**src/correlation_ratio_from_histograms_assert.svh**
```systemverilog
// ----------------------------------------------------------------------------
// Correlation ratio assertion macros
// Concurrent assertion shorthands used by the correlation ratio block.
// ----------------------------------------------------------------------------
`ifndef CORRELATION_RATIO_FROM_HISTOGRAMS_ASSERT_SVH
`define CORRELATION_RATIO_FROM_HISTOGRAMS_ASSERT_SVH

// Consequent must hold in the same cycle as the antecedent.
`define CRFH_ASSERT_SAME(label, clk, rst, ante, cons, msg) \
   label: assert property (@(posedge clk) disable iff (rst) (ante) |-> (cons)) \
      else $error(msg);

// Consequent must hold in the cycle after the antecedent.
`define CRFH_ASSERT_NEXT(label, clk, rst, ante, cons, msg) \
   label: assert property (@(posedge clk) disable iff (rst) (ante) |=> (cons)) \
      else $error(msg);

`endif

```
**src/crfh_ram.sv**
```systemverilog
// ----------------------------------------------------------------------------
// crfh_ram
// Generic single-write, single-read synchronous RAM with registered read.
// ----------------------------------------------------------------------------
`default_nettype none

module crfh_ram #(
   parameter int WIDTH = 8,
   parameter int DEPTH = 256
) (
   input  wire logic                     clock,
   input  wire logic                     we,
   input  wire logic [$clog2(DEPTH)-1:0] waddr,
   input  wire logic [WIDTH-1:0]         wdata,
   input  wire logic [$clog2(DEPTH)-1:0] raddr,
   output logic      [WIDTH-1:0]         rdata
);

   logic [WIDTH-1:0] mem [DEPTH];
   logic [WIDTH-1:0] rdata_ff;

   always_ff @(posedge clock) begin
      if (we) begin
         mem[waddr] <= wdata;
      end
      rdata_ff <= mem[raddr];
   end

   assign rdata = rdata_ff;

endmodule

`default_nettype wire

```
**config.mk**
```make
export PLATFORM = sky130hd
export DESIGN_NAME = crfh_ram
export DESIGN_NICKNAME = d
export VERILOG_FILES = /design/src/correlation_ratio_from_histograms_assert.svh /design/src/crfh_ram.sv
export SDC_FILE = /design/constraint.sdc
export NUM_CORES = 2
export LEC_CHECK = 0
export BUFFER_PORTS_ARGS = -buffer_cell sky130_fd_sc_hd__buf_2
export CORE_MARGIN = 2
export CORE_UTILIZATION = 60
export CTS_CLUSTER_DIAMETER = 50
export DETAILED_ROUTE_END_ITERATION = 12
export PLACE_DENSITY_LB_ADDON = 0.12
export SKIP_LAST_GASP = 1
export SLEW_MARGIN = 10
export SYNTH_ARGS = -nofsm -noshare
export SYNTH_HDL_FRONTEND = slang
export SYNTH_SLANG_ARGS = --single-unit
```
**constraint.sdc**
```tcl
create_clock -name clock -period 4.8 [get_ports clock]
set_input_delay 0.48 -clock clock [delete_from_list [all_inputs] [get_ports clock]]
set_output_delay 0.48 -clock clock [all_outputs]
set_load 0.01 [all_outputs]
```
==> results.ini <==
[run_status]
status = finished, final reports clean

[yosys]
synthCells = 3733
syn-num-nets = 3759
yosysWarnings = 0
synth.distinct_cells = 55
synth_area_per_cell_um2 = 21.3
ys_seq_elements = 2056
ys_seq_area_share_pct = 77.5
synth_area_um2 = 79600

[global_routing]
grt_pass1_vias = 39300
grt_util_all_layers_pct = 29.2
antenna_found_initial = 6
grt_pass1_wl_um = 282000
grt_overflow = 0
grt_max_degree = 141

[layout]
stdcell_count = 5786
fill_cells = 8198
layout_commonest_cell = edfxtp_1
multi_input_area_um2 = 16500
area_growth_pct = 11.1
seq_area_um2 = 61700
drive_gt1_share_pct = 23.2
mostFrequentLayoutCells = edfxtp_1, mux4_2, nor2_1
nNetsFinal = 3887

[routing]
via_count = 39200
drc = 0
viasPerCell = 6.78
wl_per_cell_um = 33.7
wl_um = 195000
drtIter0Drc = 5351
final_antenna_net_count = 0
first_pass_iters = 6

[timing]
fin_tns_setup_ns = 0
finalSetupViolCount = 0
worst_slack_ns = 1.60
worst_pin_slew_ns = 1.24
finClkSkew_ns = 0.0311
period_share_pct = 66.6
min_period_ns = 3.20
whs_ns = 0.313
rsz0062_at_grt = false
max-slew-margin-rel_pct = 16.7
max_freq_mhz = 313
hold_viol_final = 0
slew_viol_final = 0

[pwr]
powerDensity_nw_per_um2 = 423
p_switching_mw = 7.82
internal_power_mw = 29.5
power_frac_seq_pct = 53.1
p_leak_nw = 27.3
ir_drop_mv = 0.465
p_total_mw = 37.4
power_frac_comb_pct = 4.8
swShare_pct = 20.9
clockPowerShare_pct = 42.1

[clocking]
ctsHoldBuffers = 0
cts.clk_slew.worst_paths_ns = 0.07
post_cts_resized = 0
cts_tree = yes
numCtsBuffers = 201
numClockSinks = 2056
cts_max_level = 4
post_cts_buffers = 0
cts_buffer_depth = 3
clk_latency_ns = 0.82
cts_root_buf = clkbuf_16

[worst_setup_path]
reg2reg_slack_ns = 1.98
critPathLaunchType = primary input
required_ns = 5.46
path_max_fanout = 28
cp_data_arrival_time_ns = 3.86
r2r-start = mem[140][0]$_DFFE_PP_
critical_path_class = primary input to register
endpoint_kind = register
crit_start = raddr[0]

[floorplan]
io_pins = 34
dieArea_um2 = 136000
num_rows = 133
start_util_pct = 60.5
die_w_um = 368
core_region_area_um2 = 131000
die_h_um = 368

[worst_hold_path]
hp-class = primary input to register
min_from = wdata[6]

[placed_design]
hpwlAfterDp_um = 121000
dp.cells = 5413
dp_slack_ns = 0.710
portBuffers = 33
finalWeightedCongestion = 0.932

[flow_run]
maxCapViolations = 0

## Yosys cell counts (all sizes together)
cell type / number / area share [%]
edfxtp: 2048 / 77
mux4: 456 / 13
nor2: 282 / 1.3
mux2i: 134 / 1.7
a22oi: 133 / 1.3
buf: 122 / 1.3
clkbuf: 111 / 0.52
a21oi: 96 / 0.60
o221ai: 47 / 0.53
nand3: 34 / 0.21
nand2: 33 / 0.16
nor2b: 31 / 0.24
o22ai: 28 / 0.22
nor4: 27 / 0.24
nor3: 22 / 0.14
a211oi: 16 / 0.15
a221oi: 14 / 0.16
o21ai: 12 / 0.075
nand4: 10 / 0.079
o211ai: 10 / 0.094
a22o: 8 / 0.088
dfxtp: 8 / 0.20
nand2b: 8 / 0.063
and2: 6 / 0.047
a2111oi: 5 / 0.066
o22a: 5 / 0.055
o32ai: 5 / 0.064
or2: 4 / 0.031
a311oi: 2 / 0.022
a31oi: 2 / 0.016
and3b: 2 / 0.022
nand3b: 2 / 0.019
a21boi: 1 / 0.0094
and3: 1 / 0.0079
clkinv: 1 / 0.0047
inv: 1 / 0.0047
mux2: 1 / 0.014
nor3b: 1 / 0.0094
nor4b: 1 / 0.011
o311ai: 1 / 0.011
or2b: 1 / 0.0094
or3b: 1 / 0.011
## final timing paths
| check | endpoint | depth (start not counted) |
|---|---|---|
| setup / recovery | rdata[2]$_DFF_P_ | 8 |
| hold / removal | mem[42][6]$_DFFE_PP_ | 1 |
| setup reg to reg | rdata[0]$_DFF_P_ | 6 |
| hold reg to reg | rdata[4]$_DFF_P_ | 5 |
## routing by layer
layer / routed length [µm] / global-route usage [%] / vias up
met1: 73500 / 41.1 / 20700
li1: - / - / 16000
met4: 6790 / 9.99 / 8
met2: 96000 / 46.6 / 2174
met5: 42 / 0 / -
met3: 18700 / 5.93 / 355
## kinds of logic after synthesis
group | count (synthesis) | share of synthesized area [%]
AO/OA/AOI/OAI | 385 | 3.42
flip-flops | 2056 | 77.5
buffers and inverters | 235 | 1.83
AND/OR/NAND/NOR | 466 | 2.63
multiplexers | 591 | 14.6
## worst max-delay path: stages
cell and delay, ns:
buf_8 0.28, buf_12 0.30, buf_4 0.55, mux4_2 0.61
a22oi_1 0.27, a21oi_1 0.16, nor4_1 1.04, nor4_2 0.09
## power groups by stage
stage          Sequential, mW  Clock (mW)  Combinational, mW
2_1_floorplan            20.2           0              0.961
3_3_place_gp             20.2           0               1.74
3_5_place_dp             20.2           0               1.78
4_1_cts                  19.8        15.9               1.78
5_1_grt                  19.8        16.6               1.87
6_report                 19.8        15.7               1.79
## state kept, by name, summed over array words and instances, names as in the netlist
signal,cells
mem,2048
rdata,8
## per-stage QoR
stage	area (µm²)	utilization, %
floorplan	79600	-
global placement	81800	62.2
detailed placement	81800	62.2
CTS	88400	67.2
global route	88400	67.2
finish	88400	67.2
## final cells by class
type,instances,area share (%)
sequential,2056,69.8
antenna,5,0.0142
clock inverter,125,1.42
clock buffer,243,6.07
multi-input combinational,1442,18.6
timing repair buffer,158,1.61
inverter,2,0.00849
tap,1755,2.48
Power figures use the tool's default switching activity.
