--- config.mk ---
export PLATFORM = sky130hd
export DESIGN_NAME = crfh_sqr
export DESIGN_NICKNAME = d
export VERILOG_FILES = /design/src/correlation_ratio_from_histograms_assert.svh /design/src/crfh_pkg.sv /design/src/crfh_sqr.sv
export SDC_FILE = /design/constraint.sdc
export NUM_CORES = 2
export LEC_CHECK = 0
export BUFFER_PORTS_ARGS = -buffer_cell sky130_fd_sc_hd__buf_2
export CORE_AREA = 2 2 510 360
export CTS_CLUSTER_DIAMETER = 200
export DETAILED_ROUTE_END_ITERATION = 7
export DIE_AREA = 0 0 512 362
export GPL_TIMING_DRIVEN = 0
export SYNTH_ARGS = -nofsm -noshare
export SYNTH_HDL_FRONTEND = slang
export SYNTH_SLANG_ARGS = --single-unit
--- constraint.sdc ---
create_clock -name clock -period 10.4 [get_ports clock]
set_clock_uncertainty 0.05 [all_clocks]
set_input_delay 0.52 -clock clock [delete_from_list [all_inputs] [get_ports clock]]
set_output_delay 0.52 -clock clock [all_outputs]
set_load 0.03 [all_outputs]
--- src/correlation_ratio_from_histograms_assert.svh ---
// ----------------------------------------------------------------------------
// Correlation ratio assertion macros
// Concurrent assertion shorthands used by the correlation ratio block.
// ----------------------------------------------------------------------------
`ifndef CORRELATION_RATIO_FROM_HISTOGRAMS_ASSERT_SVH
`define CORRELATION_RATIO_FROM_HISTOGRAMS_ASSERT_SVH

// Consequent must hold in the same cycle as the antecedent.
`define CRFH_ASSERT_SAME(label, clk, rst, ante, cons, msg) \
   label: assert property (@(posedge clk) disable iff (rst) (ante) |-> (cons)) \
      else $error(msg);

// Consequent must hold in the cycle after the antecedent.
`define CRFH_ASSERT_NEXT(label, clk, rst, ante, cons, msg) \
   label: assert property (@(posedge clk) disable iff (rst) (ante) |=> (cons)) \
      else $error(msg);

`endif

--- src/crfh_pkg.sv ---
// ----------------------------------------------------------------------------
// crfh_pkg
// Shared types and fixed field widths of the correlation ratio block.
// ----------------------------------------------------------------------------
`default_nettype none

package crfh_pkg;

   localparam int VAL_W   = 25;
   localparam int S1_W    = 41;
   localparam int S2_W    = 49;
   localparam int SQ_W    = 41;
   localparam int SQ_HALF = 21;
   localparam int RATIO_W = 32;

   typedef enum logic [2:0] {
      CMD_CLEAR    = 3'd0,
      CMD_CELL     = 3'd1,
      CMD_ROW_MARG = 3'd2,
      CMD_COL_MARG = 3'd3,
      CMD_COMPUTE  = 3'd4
   } crfh_cmd_type;

   typedef enum logic [1:0] {
      STAT_OK       = 2'd0,
      STAT_ZERO_VAR = 2'd1,
      STAT_SAT      = 2'd2
   } crfh_stat_type;

   // One row entry of the row memory.
   typedef struct packed {
      logic [S2_W-1:0]  s2;
      logic [S1_W-1:0]  s1;
      logic [VAL_W-1:0] p;
   } crfh_row_type;

   typedef struct packed {
      logic busy;
      logic done;
   } crfh_unit_stat_type;

   typedef enum logic [3:0] {
      ST_CLEAR,
      ST_IDLE,
      ST_RD,
      ST_WR,
      ST_C_RD,
      ST_C_LOAD,
      ST_C_COL,
      ST_C_SQ,
      ST_C_DIV,
      ST_C_ACC,
      ST_V_START,
      ST_V_SQ,
      ST_V_VAR,
      ST_V_CHK,
      ST_R_DIV,
      ST_OUT
   } crfh_state_type;

endpackage

`default_nettype wire

--- src/crfh_sqr.sv ---
// ----------------------------------------------------------------------------
// crfh_sqr
// Two-stage squarer for 41-bit moments, split into two partial products.
// ----------------------------------------------------------------------------
`default_nettype none

module crfh_sqr (
   input  wire logic                        clock,
   input  wire logic                        reset,
   input  wire logic                        start,
   input  wire logic [crfh_pkg::SQ_W-1:0]   operand,
   output logic      [2*crfh_pkg::SQ_W-1:0] result,
   output crfh_pkg::crfh_unit_stat_type     stat
);

   localparam int W  = crfh_pkg::SQ_W;
   localparam int H  = crfh_pkg::SQ_HALF;
   localparam int LW = W + H;
   localparam int HW = 2 * W - H;

   logic [W-1:0]   a_ff, a_in;
   logic           v1_ff, v1_in;
   logic           v2_ff, v2_in;
   logic [LW-1:0]  lo_ff, lo_in;
   logic [HW-1:0]  hi_ff, hi_in;
   logic [2*W-1:0] sum;

   always_comb begin
      a_in  = start ? operand : a_ff;
      v1_in = start;
      v2_in = v1_ff;
      lo_in = LW'(a_ff) * LW'(a_ff[H-1:0]);
      hi_in = HW'(a_ff) * HW'(a_ff[W-1:H]);
      // The partial products are registered; the final sum is formed in the
      // cycle in which done is high.
      sum   = (2*W)'(lo_ff) + ((2*W)'(hi_ff) << H);
   end

   always_ff @(posedge clock) begin
      if (reset) begin
         v1_ff <= 1'b0;
         v2_ff <= 1'b0;
      end else begin
         v1_ff <= v1_in;
         v2_ff <= v2_in;
      end
   end

   always_ff @(posedge clock) begin
      a_ff <= a_in;
      if (v1_ff) begin
         lo_ff <= lo_in;
         hi_ff <= hi_in;
      end
   end

   assign result    = sum;
   assign stat.busy = v1_ff;
   assign stat.done = v2_ff;

endmodule

`default_nettype wire

==> results.ini <==
[run_status]
run_status=finished with violations
failed_checks=capacitance limit, slew limit

[timing]
hold_viol_final=0
fmax_ghz=0.0969
fin_crit_sh=0.993
hold_ws_ns=0.0739
fin_crit_ns=10.32
setup-violations-final=0
grt_setup_unrepaired=yes
maxSlewViolCount=11
slew_headroom=-0.0725
worstMarginPinSlew_ns=1.61

[synthesis]
yosys.area_share.simple=0.102
synthArstFlopShare=0
synth_adder_area_share=0.581
synth_area_leaders=fa_1 (49%), inv_1 (12%), ha_1 (9.4%)
synth_top_area_share=0.487
ys_warn_count=0
ys_types=75
synth_compound_area_frac=0.0599
synth-edff-count=163
synth_seq_area_share=0.0917
synth_top_cell_by_area=fa_1
syn_nets=7412
synth_area_per_cell_um2=9.51
synth_ff_type=edfxtp_1
synth_mux_area_frac=0.000605
synth_top_family_by_area=adder cells
syn_inst=5656
synth-seq-cells=165
synthXorXnorAreaFrac=0.0319
syn_area_um2=53800

[worst_setup_path]
cp_slowest_stage_delay_ns=1.15
worstSetupStartpointType=flip-flop
critical_path_buf_inv_count=5
reg2reg_slack_ns=0.08
endpoint_kind=flip-flop
cp_common_cell=fa_1
critPathRequiredTime_ns=10.65
cp_slowest_cell=clkbuf_1
critPathArrivalTime_ns=10.57
cp_top_family=adder cells
path_class=reg -> reg
cp_max_fo=10

[global_routing]
first_global_vias=42100
track_usage=0.246
grt_start_max_net_pins=74
antenna_found_initial=18
grt_pass1_wl_um=316000
grt_overflow=0

[placement]
post-dp-hpwl_um=186000
dpl.cell_count=8184
gp_congestion=1.09
port_buffers=126
place_area_um2=57600

[clock_network]
cts-root-buf=clkbuf_16
clk_pin_slew_worst_paths_ns=0.07
clock_latency_ns=0.56
numCtsBuffers=17
htree_levels=4
cts_hold_buf=0
cts_buffer_depth=2
cts_tree=done
clock-sinks=165

[detailed_routing]
wl_per_cell_um=27.3
routed_wl_um=224000
drt-initial-drc-count=4484
drc=0
top_layer=met5
wl_met2_um=80800
drt-met1-wl_um=99900
drt-pass1-iter-count=8
drtAntennaViolNets=0
dr_wl_met3_um=37200
drt-vias-per-instance=4.88
num_vias=40100

[cells_and_area]
drive_gt1_frac=0.0527
stdcell_count=8228
nets=7564
area_growth_pct=8.58
postLayoutCellArea_um2=58400

[die]
initial_core_util=0.298
top_level_ports=128
die_h_um=362
die_w_um=512
dieArea_um2=185000
rows=131
core_area_um2=181000

[job]
drv_cap=1

[hold_path]
min_path_type=in -> reg

layout by cell type (no fill, tap or decap), drive strengths merged, types with 4 or more instances in the layout:
cell type and instances:
inv 1670, fa 1308, nand2 612, ha 404, and2 231, clkbuf 191, nor2 171, buf 170
a21oi 165, edfxtp 163, xnor2 124, a21o 98, o21ai 82, xor2 71, and3 29, nand3 29
o21bai 29, nand4 27, nor2b 26, a31oi 23, nor3 22, a211oi 20, o21a 17, nand2b 15
diode 14, or2 12, clkinv 12, o211ai 8, clkdlybuf4s15 7, o31a 5, a221oi 4, or3 4
a311oi 4, o2111ai 4, a31o 4, a221o 4, a21boi 4, o31ai 4
registers in the layout, summed over array words and instances, names as in the netlist:
| name | count |
|---|---|
| a_ff | 41 |
| v1_ff | 1 |
| lo_ff | 61 |
| v2_ff | 1 |
| hi_ff | 61 |
synthesized netlist by cell type (12+ instances only):
cell and number:
a211oi_1 17, a21o_1 98, a21oi_1 165, a31oi_1 22
and2_1 231, and3_1 29, buf_4 23, clkbuf_1 189
edfxtp_1 163, fa_1 1308, ha_1 404, inv_1 1661
nand2_1 612, nand2b_1 15, nand3_1 29, nand4_1 27
nor2_1 163, nor2b_1 26, nor3_1 22, o21a_1 17
o21ai_0 81, o21bai_1 29, or2_2 12, xnor2_1 123
xor2_1 71
area by class of cell:
class	instances	area (um2)
sequential	165	4940
clock inverter	13	144
buffer	208	1010
tap	2394	3000
antenna	14	35.0
fill	18900	122000
multi-input combinational	3603	41700
clock buffer	18	429
timing repair buffer	142	886
inverter	1671	6270
routing by layer:
metal	vias up	global-route usage
li1	16900	-
met1	20600	0.354
met2	2327	0.308
met3	288	0.133
met4	10	0.0666
met5	-	0.00543
worst paths after layout:
path | from | end | cells past startpoint
setup / recovery | a_ff[29]$_DFFE_PP_ | hi_ff[60]$_DFFE_PP_ | 26
hold / removal | reset | v1_ff$_SDFF_PP0_ | 2
setup reg to reg | a_ff[29]$_DFFE_PP_ | hi_ff[60]$_DFFE_PP_ | 26
hold reg to reg | v1_ff$_SDFF_PP0_ | lo_ff[17]$_DFFE_PP_ | 0
per-stage QoR:
step | TNS (ns) | utilization | setup WS (ns)
final | 0 | 0.323 | 0.0764
after global routing | -0.0165 | 0.323 | -0.0165
after CTS | 0 | 0.322 | 0.00225
after detailed placement | -9.94 | 0.319 | -0.788
after global placement | -26.41 | 0.318 | -1.47
after floorplan | 0 | - | 2.78
worst register-to-register path: cells and delay by family, from the launching register on:
kind	cells	cell delay [ns]
buf+inv	5	2.08
xor+xnor	1	0.12
flops	1	0.32
simple gates	5	1.27
fa+ha+maj	8	4.09
compound gates	7	2.16
logic make-up (layout without fill, tap and decap cells):
kind of cell | after synthesis | in the layout
AND/OR/NAND/NOR | 1192 | 1192
XOR/XNOR | 195 | 195
AO/OA/AOI/OAI | 500 | 500
buffers and inverters | 1888 | 2052
other | 1 | 15
flip-flops | 165 | 165
multiplexers | 3 | 3
adder cells (fa/ha/maj) | 1712 | 1712
repair_timing:
action,in CTS,in global routing
pin swaps,0,1
resized for setup,37,99
endpoints found under the setup margin,29,20
setup buffers,2,6
Power is not shown: default switching activity piles up to over one toggle a cycle in this logic, so the estimate is an artifact.
