File: src/correlation_ratio_from_histograms_assert.svh
// ----------------------------------------------------------------------------
// Correlation ratio assertion macros
// Concurrent assertion shorthands used by the correlation ratio block.
// ----------------------------------------------------------------------------
`ifndef CORRELATION_RATIO_FROM_HISTOGRAMS_ASSERT_SVH
`define CORRELATION_RATIO_FROM_HISTOGRAMS_ASSERT_SVH

// Consequent must hold in the same cycle as the antecedent.
`define CRFH_ASSERT_SAME(label, clk, rst, ante, cons, msg) \
   label: assert property (@(posedge clk) disable iff (rst) (ante) |-> (cons)) \
      else $error(msg);

// Consequent must hold in the cycle after the antecedent.
`define CRFH_ASSERT_NEXT(label, clk, rst, ante, cons, msg) \
   label: assert property (@(posedge clk) disable iff (rst) (ante) |=> (cons)) \
      else $error(msg);

`endif

File: src/crfh_pkg.sv
// ----------------------------------------------------------------------------
// crfh_pkg
// Shared types and fixed field widths of the correlation ratio block.
// ----------------------------------------------------------------------------
`default_nettype none

package crfh_pkg;

   localparam int VAL_W   = 25;
   localparam int S1_W    = 41;
   localparam int S2_W    = 49;
   localparam int SQ_W    = 41;
   localparam int SQ_HALF = 21;
   localparam int RATIO_W = 32;

   typedef enum logic [2:0] {
      CMD_CLEAR    = 3'd0,
      CMD_CELL     = 3'd1,
      CMD_ROW_MARG = 3'd2,
      CMD_COL_MARG = 3'd3,
      CMD_COMPUTE  = 3'd4
   } crfh_cmd_type;

   typedef enum logic [1:0] {
      STAT_OK       = 2'd0,
      STAT_ZERO_VAR = 2'd1,
      STAT_SAT      = 2'd2
   } crfh_stat_type;

   // One row entry of the row memory.
   typedef struct packed {
      logic [S2_W-1:0]  s2;
      logic [S1_W-1:0]  s1;
      logic [VAL_W-1:0] p;
   } crfh_row_type;

   typedef struct packed {
      logic busy;
      logic done;
   } crfh_unit_stat_type;

   typedef enum logic [3:0] {
      ST_CLEAR,
      ST_IDLE,
      ST_RD,
      ST_WR,
      ST_C_RD,
      ST_C_LOAD,
      ST_C_COL,
      ST_C_SQ,
      ST_C_DIV,
      ST_C_ACC,
      ST_V_START,
      ST_V_SQ,
      ST_V_VAR,
      ST_V_CHK,
      ST_R_DIV,
      ST_OUT
   } crfh_state_type;

endpackage

`default_nettype wire

File: src/crfh_div.sv
// ----------------------------------------------------------------------------
// crfh_div
// Shared restoring divider, one quotient bit per cycle.
// ----------------------------------------------------------------------------
`default_nettype none

module crfh_div #(
   parameter int NUM_W = 82,
   parameter int DEN_W = 49
) (
   input  wire logic                    clock,
   input  wire logic                    reset,
   input  wire logic                    start,
   input  wire logic [NUM_W-1:0]        num,
   input  wire logic [DEN_W-1:0]        den,
   output logic      [NUM_W-1:0]        quot,
   output crfh_pkg::crfh_unit_stat_type stat
);

   localparam int CNT_W = $clog2(NUM_W + 1);

   logic             busy_ff, busy_in;
   logic             done_ff, done_in;
   logic [CNT_W-1:0] cnt_ff, cnt_in;
   logic [DEN_W-1:0] rem_ff, rem_in;
   logic [DEN_W-1:0] den_ff, den_in;
   logic [NUM_W-1:0] quot_ff, quot_in;
   logic [DEN_W:0]   rem_sh;
   logic [DEN_W:0]   diff;
   logic             ge;

   always_comb begin
      rem_sh  = {rem_ff, quot_ff[NUM_W-1]};
      diff    = rem_sh - {1'b0, den_ff};
      ge      = rem_sh >= {1'b0, den_ff};
      busy_in = busy_ff;
      done_in = 1'b0;
      cnt_in  = cnt_ff;
      rem_in  = rem_ff;
      den_in  = den_ff;
      quot_in = quot_ff;
      if (start) begin
         busy_in = 1'b1;
         cnt_in  = CNT_W'(NUM_W);
         rem_in  = '0;
         den_in  = den;
         quot_in = num;
      end else if (busy_ff) begin
         cnt_in  = cnt_ff - 1'b1;
         rem_in  = ge ? diff[DEN_W-1:0] : rem_sh[DEN_W-1:0];
         quot_in = {quot_ff[NUM_W-2:0], ge};
         if (cnt_ff == CNT_W'(1)) begin
            busy_in = 1'b0;
            done_in = 1'b1;
         end
      end
   end

   always_ff @(posedge clock) begin
      if (reset) begin
         busy_ff <= 1'b0;
         done_ff <= 1'b0;
         cnt_ff  <= '0;
      end else begin
         busy_ff <= busy_in;
         done_ff <= done_in;
         cnt_ff  <= cnt_in;
      end
   end

   always_ff @(posedge clock) begin
      rem_ff  <= rem_in;
      den_ff  <= den_in;
      quot_ff <= quot_in;
   end

   assign quot      = quot_ff;
   assign stat.busy = busy_ff;
   assign stat.done = done_ff;

endmodule

`default_nettype wire

File: config.mk
export PLATFORM = sky130hd
export DESIGN_NAME = crfh_div
export DESIGN_NICKNAME = d
export VERILOG_FILES = /design/src/correlation_ratio_from_histograms_assert.svh /design/src/crfh_pkg.sv /design/src/crfh_div.sv
export SDC_FILE = /design/constraint.sdc
export NUM_CORES = 1
export LEC_CHECK = 0
export ABC_CLOCK_PERIOD_IN_PS = 3800
export BUFFER_PORTS_ARGS = -buffer_cell sky130_fd_sc_hd__buf_4
export CORE_MARGIN = 2
export CORE_UTILIZATION = 26
export CTS_BUF_LIST = sky130_fd_sc_hd__clkbuf_8
export CTS_CLUSTER_SIZE = 12
export DETAILED_ROUTE_END_ITERATION = 16
export PLACE_DENSITY = 0.54
export SKIP_LAST_GASP = 1
export SLEW_MARGIN = 20
export SYNTH_ARGS = -nofsm -noshare
export SYNTH_HDL_FRONTEND = slang
export SYNTH_SLANG_ARGS = --single-unit
File: constraint.sdc
create_clock -name clock -period 3.8 [get_ports clock]
set_clock_uncertainty 0.15 [all_clocks]
set_input_delay 0.76 -clock clock [delete_from_list [all_inputs] [get_ports clock]]
set_output_delay 0.76 -clock clock [all_outputs]
set_load 0.01 [all_outputs]
==> metrics.yaml <==
r2r-start: "quot[81]"
drive_above_1_share_pct: 32.8
syn-instance-count: 1042
crit_type: "flop to flop"
first_iter_violations: 447
hold_class: "input pin to flop"
core-area_um2: 40900
cp-end-kind: "flop"
synth_edf_count: 131
clk_latency_ps: 560
dp_hpwl_um: 23500
grt.busiest_layer: "met2"
start_util_pct: 26.5
nFillCells: 4220
fmax_mhz: 273
synthFlopType: "edfxtp_1"
p_leak_uw: 0.00557
stdcell_count: 1801
grt_max_degree: 82
grt_use_total_pct: 14.9
synthToLayoutAreaGrowth_pct: 26.6
setup_slack_ps: 140
worst-path-buf-inv: 4
cts_hold_buf: 0
nets: 1441
worstPathCellList: "inv_1 -> ha_2 -> inv_2 -> fa_2 -> a21o_1 -> a221o_1 -> a221o_1 -> o21a_4 -> a211oi_4 -> buf_12 -> a21oi_4 -> buf_6 -> mux2_2"
worst_hold_path.num_cells: 1
critical-path-slowest-cell: "a221o_1"
antenna_found_initial: 2
vias_per_cell: 4.82
clock-sinks: 189
yosys-top-cells-area: "edfxtp_1 36%, dfxtp_1 11%, mux2_2 8.5%"
cp_max_fo: 6
grt_pass1_wl_um: 49900
yosys.area.top_type: "edfxtp_1"
io_pins: 218
die_w_um: 208
synth_area_per_cell_um2: 10.4
ctsLongestPathBuffers: 2
syn_nets: 1228
drv_slew: 0
hold_viol_final: 0
hold-path-endpoint: "den_ff[7]"
htree_levels: 4
synth_top_area_share_pct: 36.3
ir_drop_v: 0.000266
rrSetupSlack_ps: 140
dr.pass1.iters: 5
synth.most_common_cell: "edfxtp_1"
num_vias: 8672
crit_path_start_kind: "flop"
seq_area_frac_synth_pct: 47.1
cts_buffers: 17
place_ws_ps: 40.1
cp.required_ps: 3970
cts-root-buf: "clkbuf_8"
async_reset_ff_share_pct: 0
grt-ovfl-total: 0
met3_usage_pct: 6.10
wl_per_cell_um: 17.7
synth_warnings: 0
cpLargestDelayFamily: "compound AO/OA/AOI/OAI gates"
synthTopCellsByCount: "131 x edfxtp_1, 111 x nand2_1, 82 x mux2_2, 79 x nor2_1, 67 x a21oi_1"
port_buffers: 217
grtUsageMet2_pct: 24.4
gp_congestion: 0.823
first_global_vias: 8816
syn_area_um2: 10800
status: "finished clean"
dieArea_um2: 43300
powerDensity_nw_per_um2: 389
routed_wl_um: 31900
worstReg2RegEnd: "quot[0]"
grtUsageMet1_pct: 17.6
die_h_um: 208
setup_viol: 0
clkTransAtPathRegs_ps: 120
drc: 0
cpPeakStageDelay_ps: 410
r2r_cells: 13
crit_path_frequent_cell: "a221o_1"
ys_types: 69
min_from: "den[7]"
row_count: 74
worstPathArrival_ps: 3830
ys_seq_elements: 189
period_share_pct: 96.3
max_cap_violations: 0
place_inst: 1756
min_period_ps: 3660
slew_headroom_pct: 46.5
cts_tree: "built"
tightest_slew_ps: 802
ant_nets: 0
## cell families after synthesis
logic type                 synth area share, %
and+or+nand+nor                           13.1
adders and majority gates                 6.08
xor gates and xnor gates                  2.91
DFF                                       47.1
buffers and inverters                     4.85
AOI/OAI and AO/OA                         16.8
muxes                                     9.19
## what timing repair did
item                       CTS  global route
cloned                       0             2
gates resized for setup      0            16
pin swaps                    1            15
setup endpoints to repair    1            49
buffers inserted             0            11
## sequential cells by signal, indices dropped and copies added (netlist names)
signal   cells
rem_ff      49
cnt_ff       7
busy_ff      1
done_ff      1
den_ff      49
quot        82
## worst max path at each step
stage | startpoint | end | slack [ps] | cells past startpoint
after floorplan | quot[81] | quot[0] | 150 | 13
after global placement | quot[81] | rem_ff[43] | 60 | 13
after detailed placement | quot[81] | rem_ff[43] | 40 | 13
after CTS | quot[81] | rem_ff[30] | 5 | 13
after global routing | quot[81] | rem_ff[38] | -4 | 15
final | quot[81] | quot[0] | 140 | 13
## final cells by class
class,count,area [um^2],share of cell area [%]
antenna,1,2.50,0.0182
clock buffer,17,234,1.71
clock inverter,15,150,1.09
inverter,62,233,1.70
multi-input combinational,726,5270,38.5
sequential,189,5100,37.2
tap,532,666,4.85
timing repair buffer,259,2050,15.0
## where the power goes
group | total (uW) | internal, uW | switching (uW)
Sequential | 2540 | 2410 | 127
Clock | 1360 | 485 | 878
Combinational | 1430 | 668 | 759
Total | 5330 | 3570 | 1760
## cell usage in the layout, fill, tap and decap left out, drive strengths merged, types with 4 or more instances in the layout
cell / count
xnor2: 24
o21bai: 13
a31oi: 9
buf: 257
nor2b: 6
nor3: 17
a211oi: 13
a21oi: 69
o211ai: 5
and3: 8
nand2: 111
and2: 8
mux2i: 6
clkbuf: 19
a311oi: 33
ha: 51
edfxtp: 131
nand3: 18
nand4: 16
or3: 9
o21a: 7
clkinv: 8
a41oi: 4
xor2: 12
a2111oi: 4
nor4: 4
or2: 6
inv: 69
mux2: 83
a21o: 30
dfxtp: 58
o2111ai: 4
nand2b: 11
nor2: 79
o21ai: 27
## through the flow
stage                     area, um^2  util [%]  total power, uW  setup TNS, ps  hold slack, ps
final                          13700      33.5             5330              0             210
after global placement         13100      32.1             3980              0             335
after global routing           13700      33.5             5670          -3.79             141
after floorplan                10800         -             3420              0             314
after CTS                      13500      33.1             5410              0             122
after detailed placement       13100      32.1             3980              0             337
## metal layers
| layer | share of wire [%] | vias up |
|---|---|---|
| li1 | - | 4264 |
| met1 | 43 | 4101 |
| met2 | 47 | 272 |
| met3 | 8.2 | 31 |
| met4 | 1.4 | 4 |
| met5 | 0.094 | - |
Note: power is estimated with default switching activity, not from simulation.
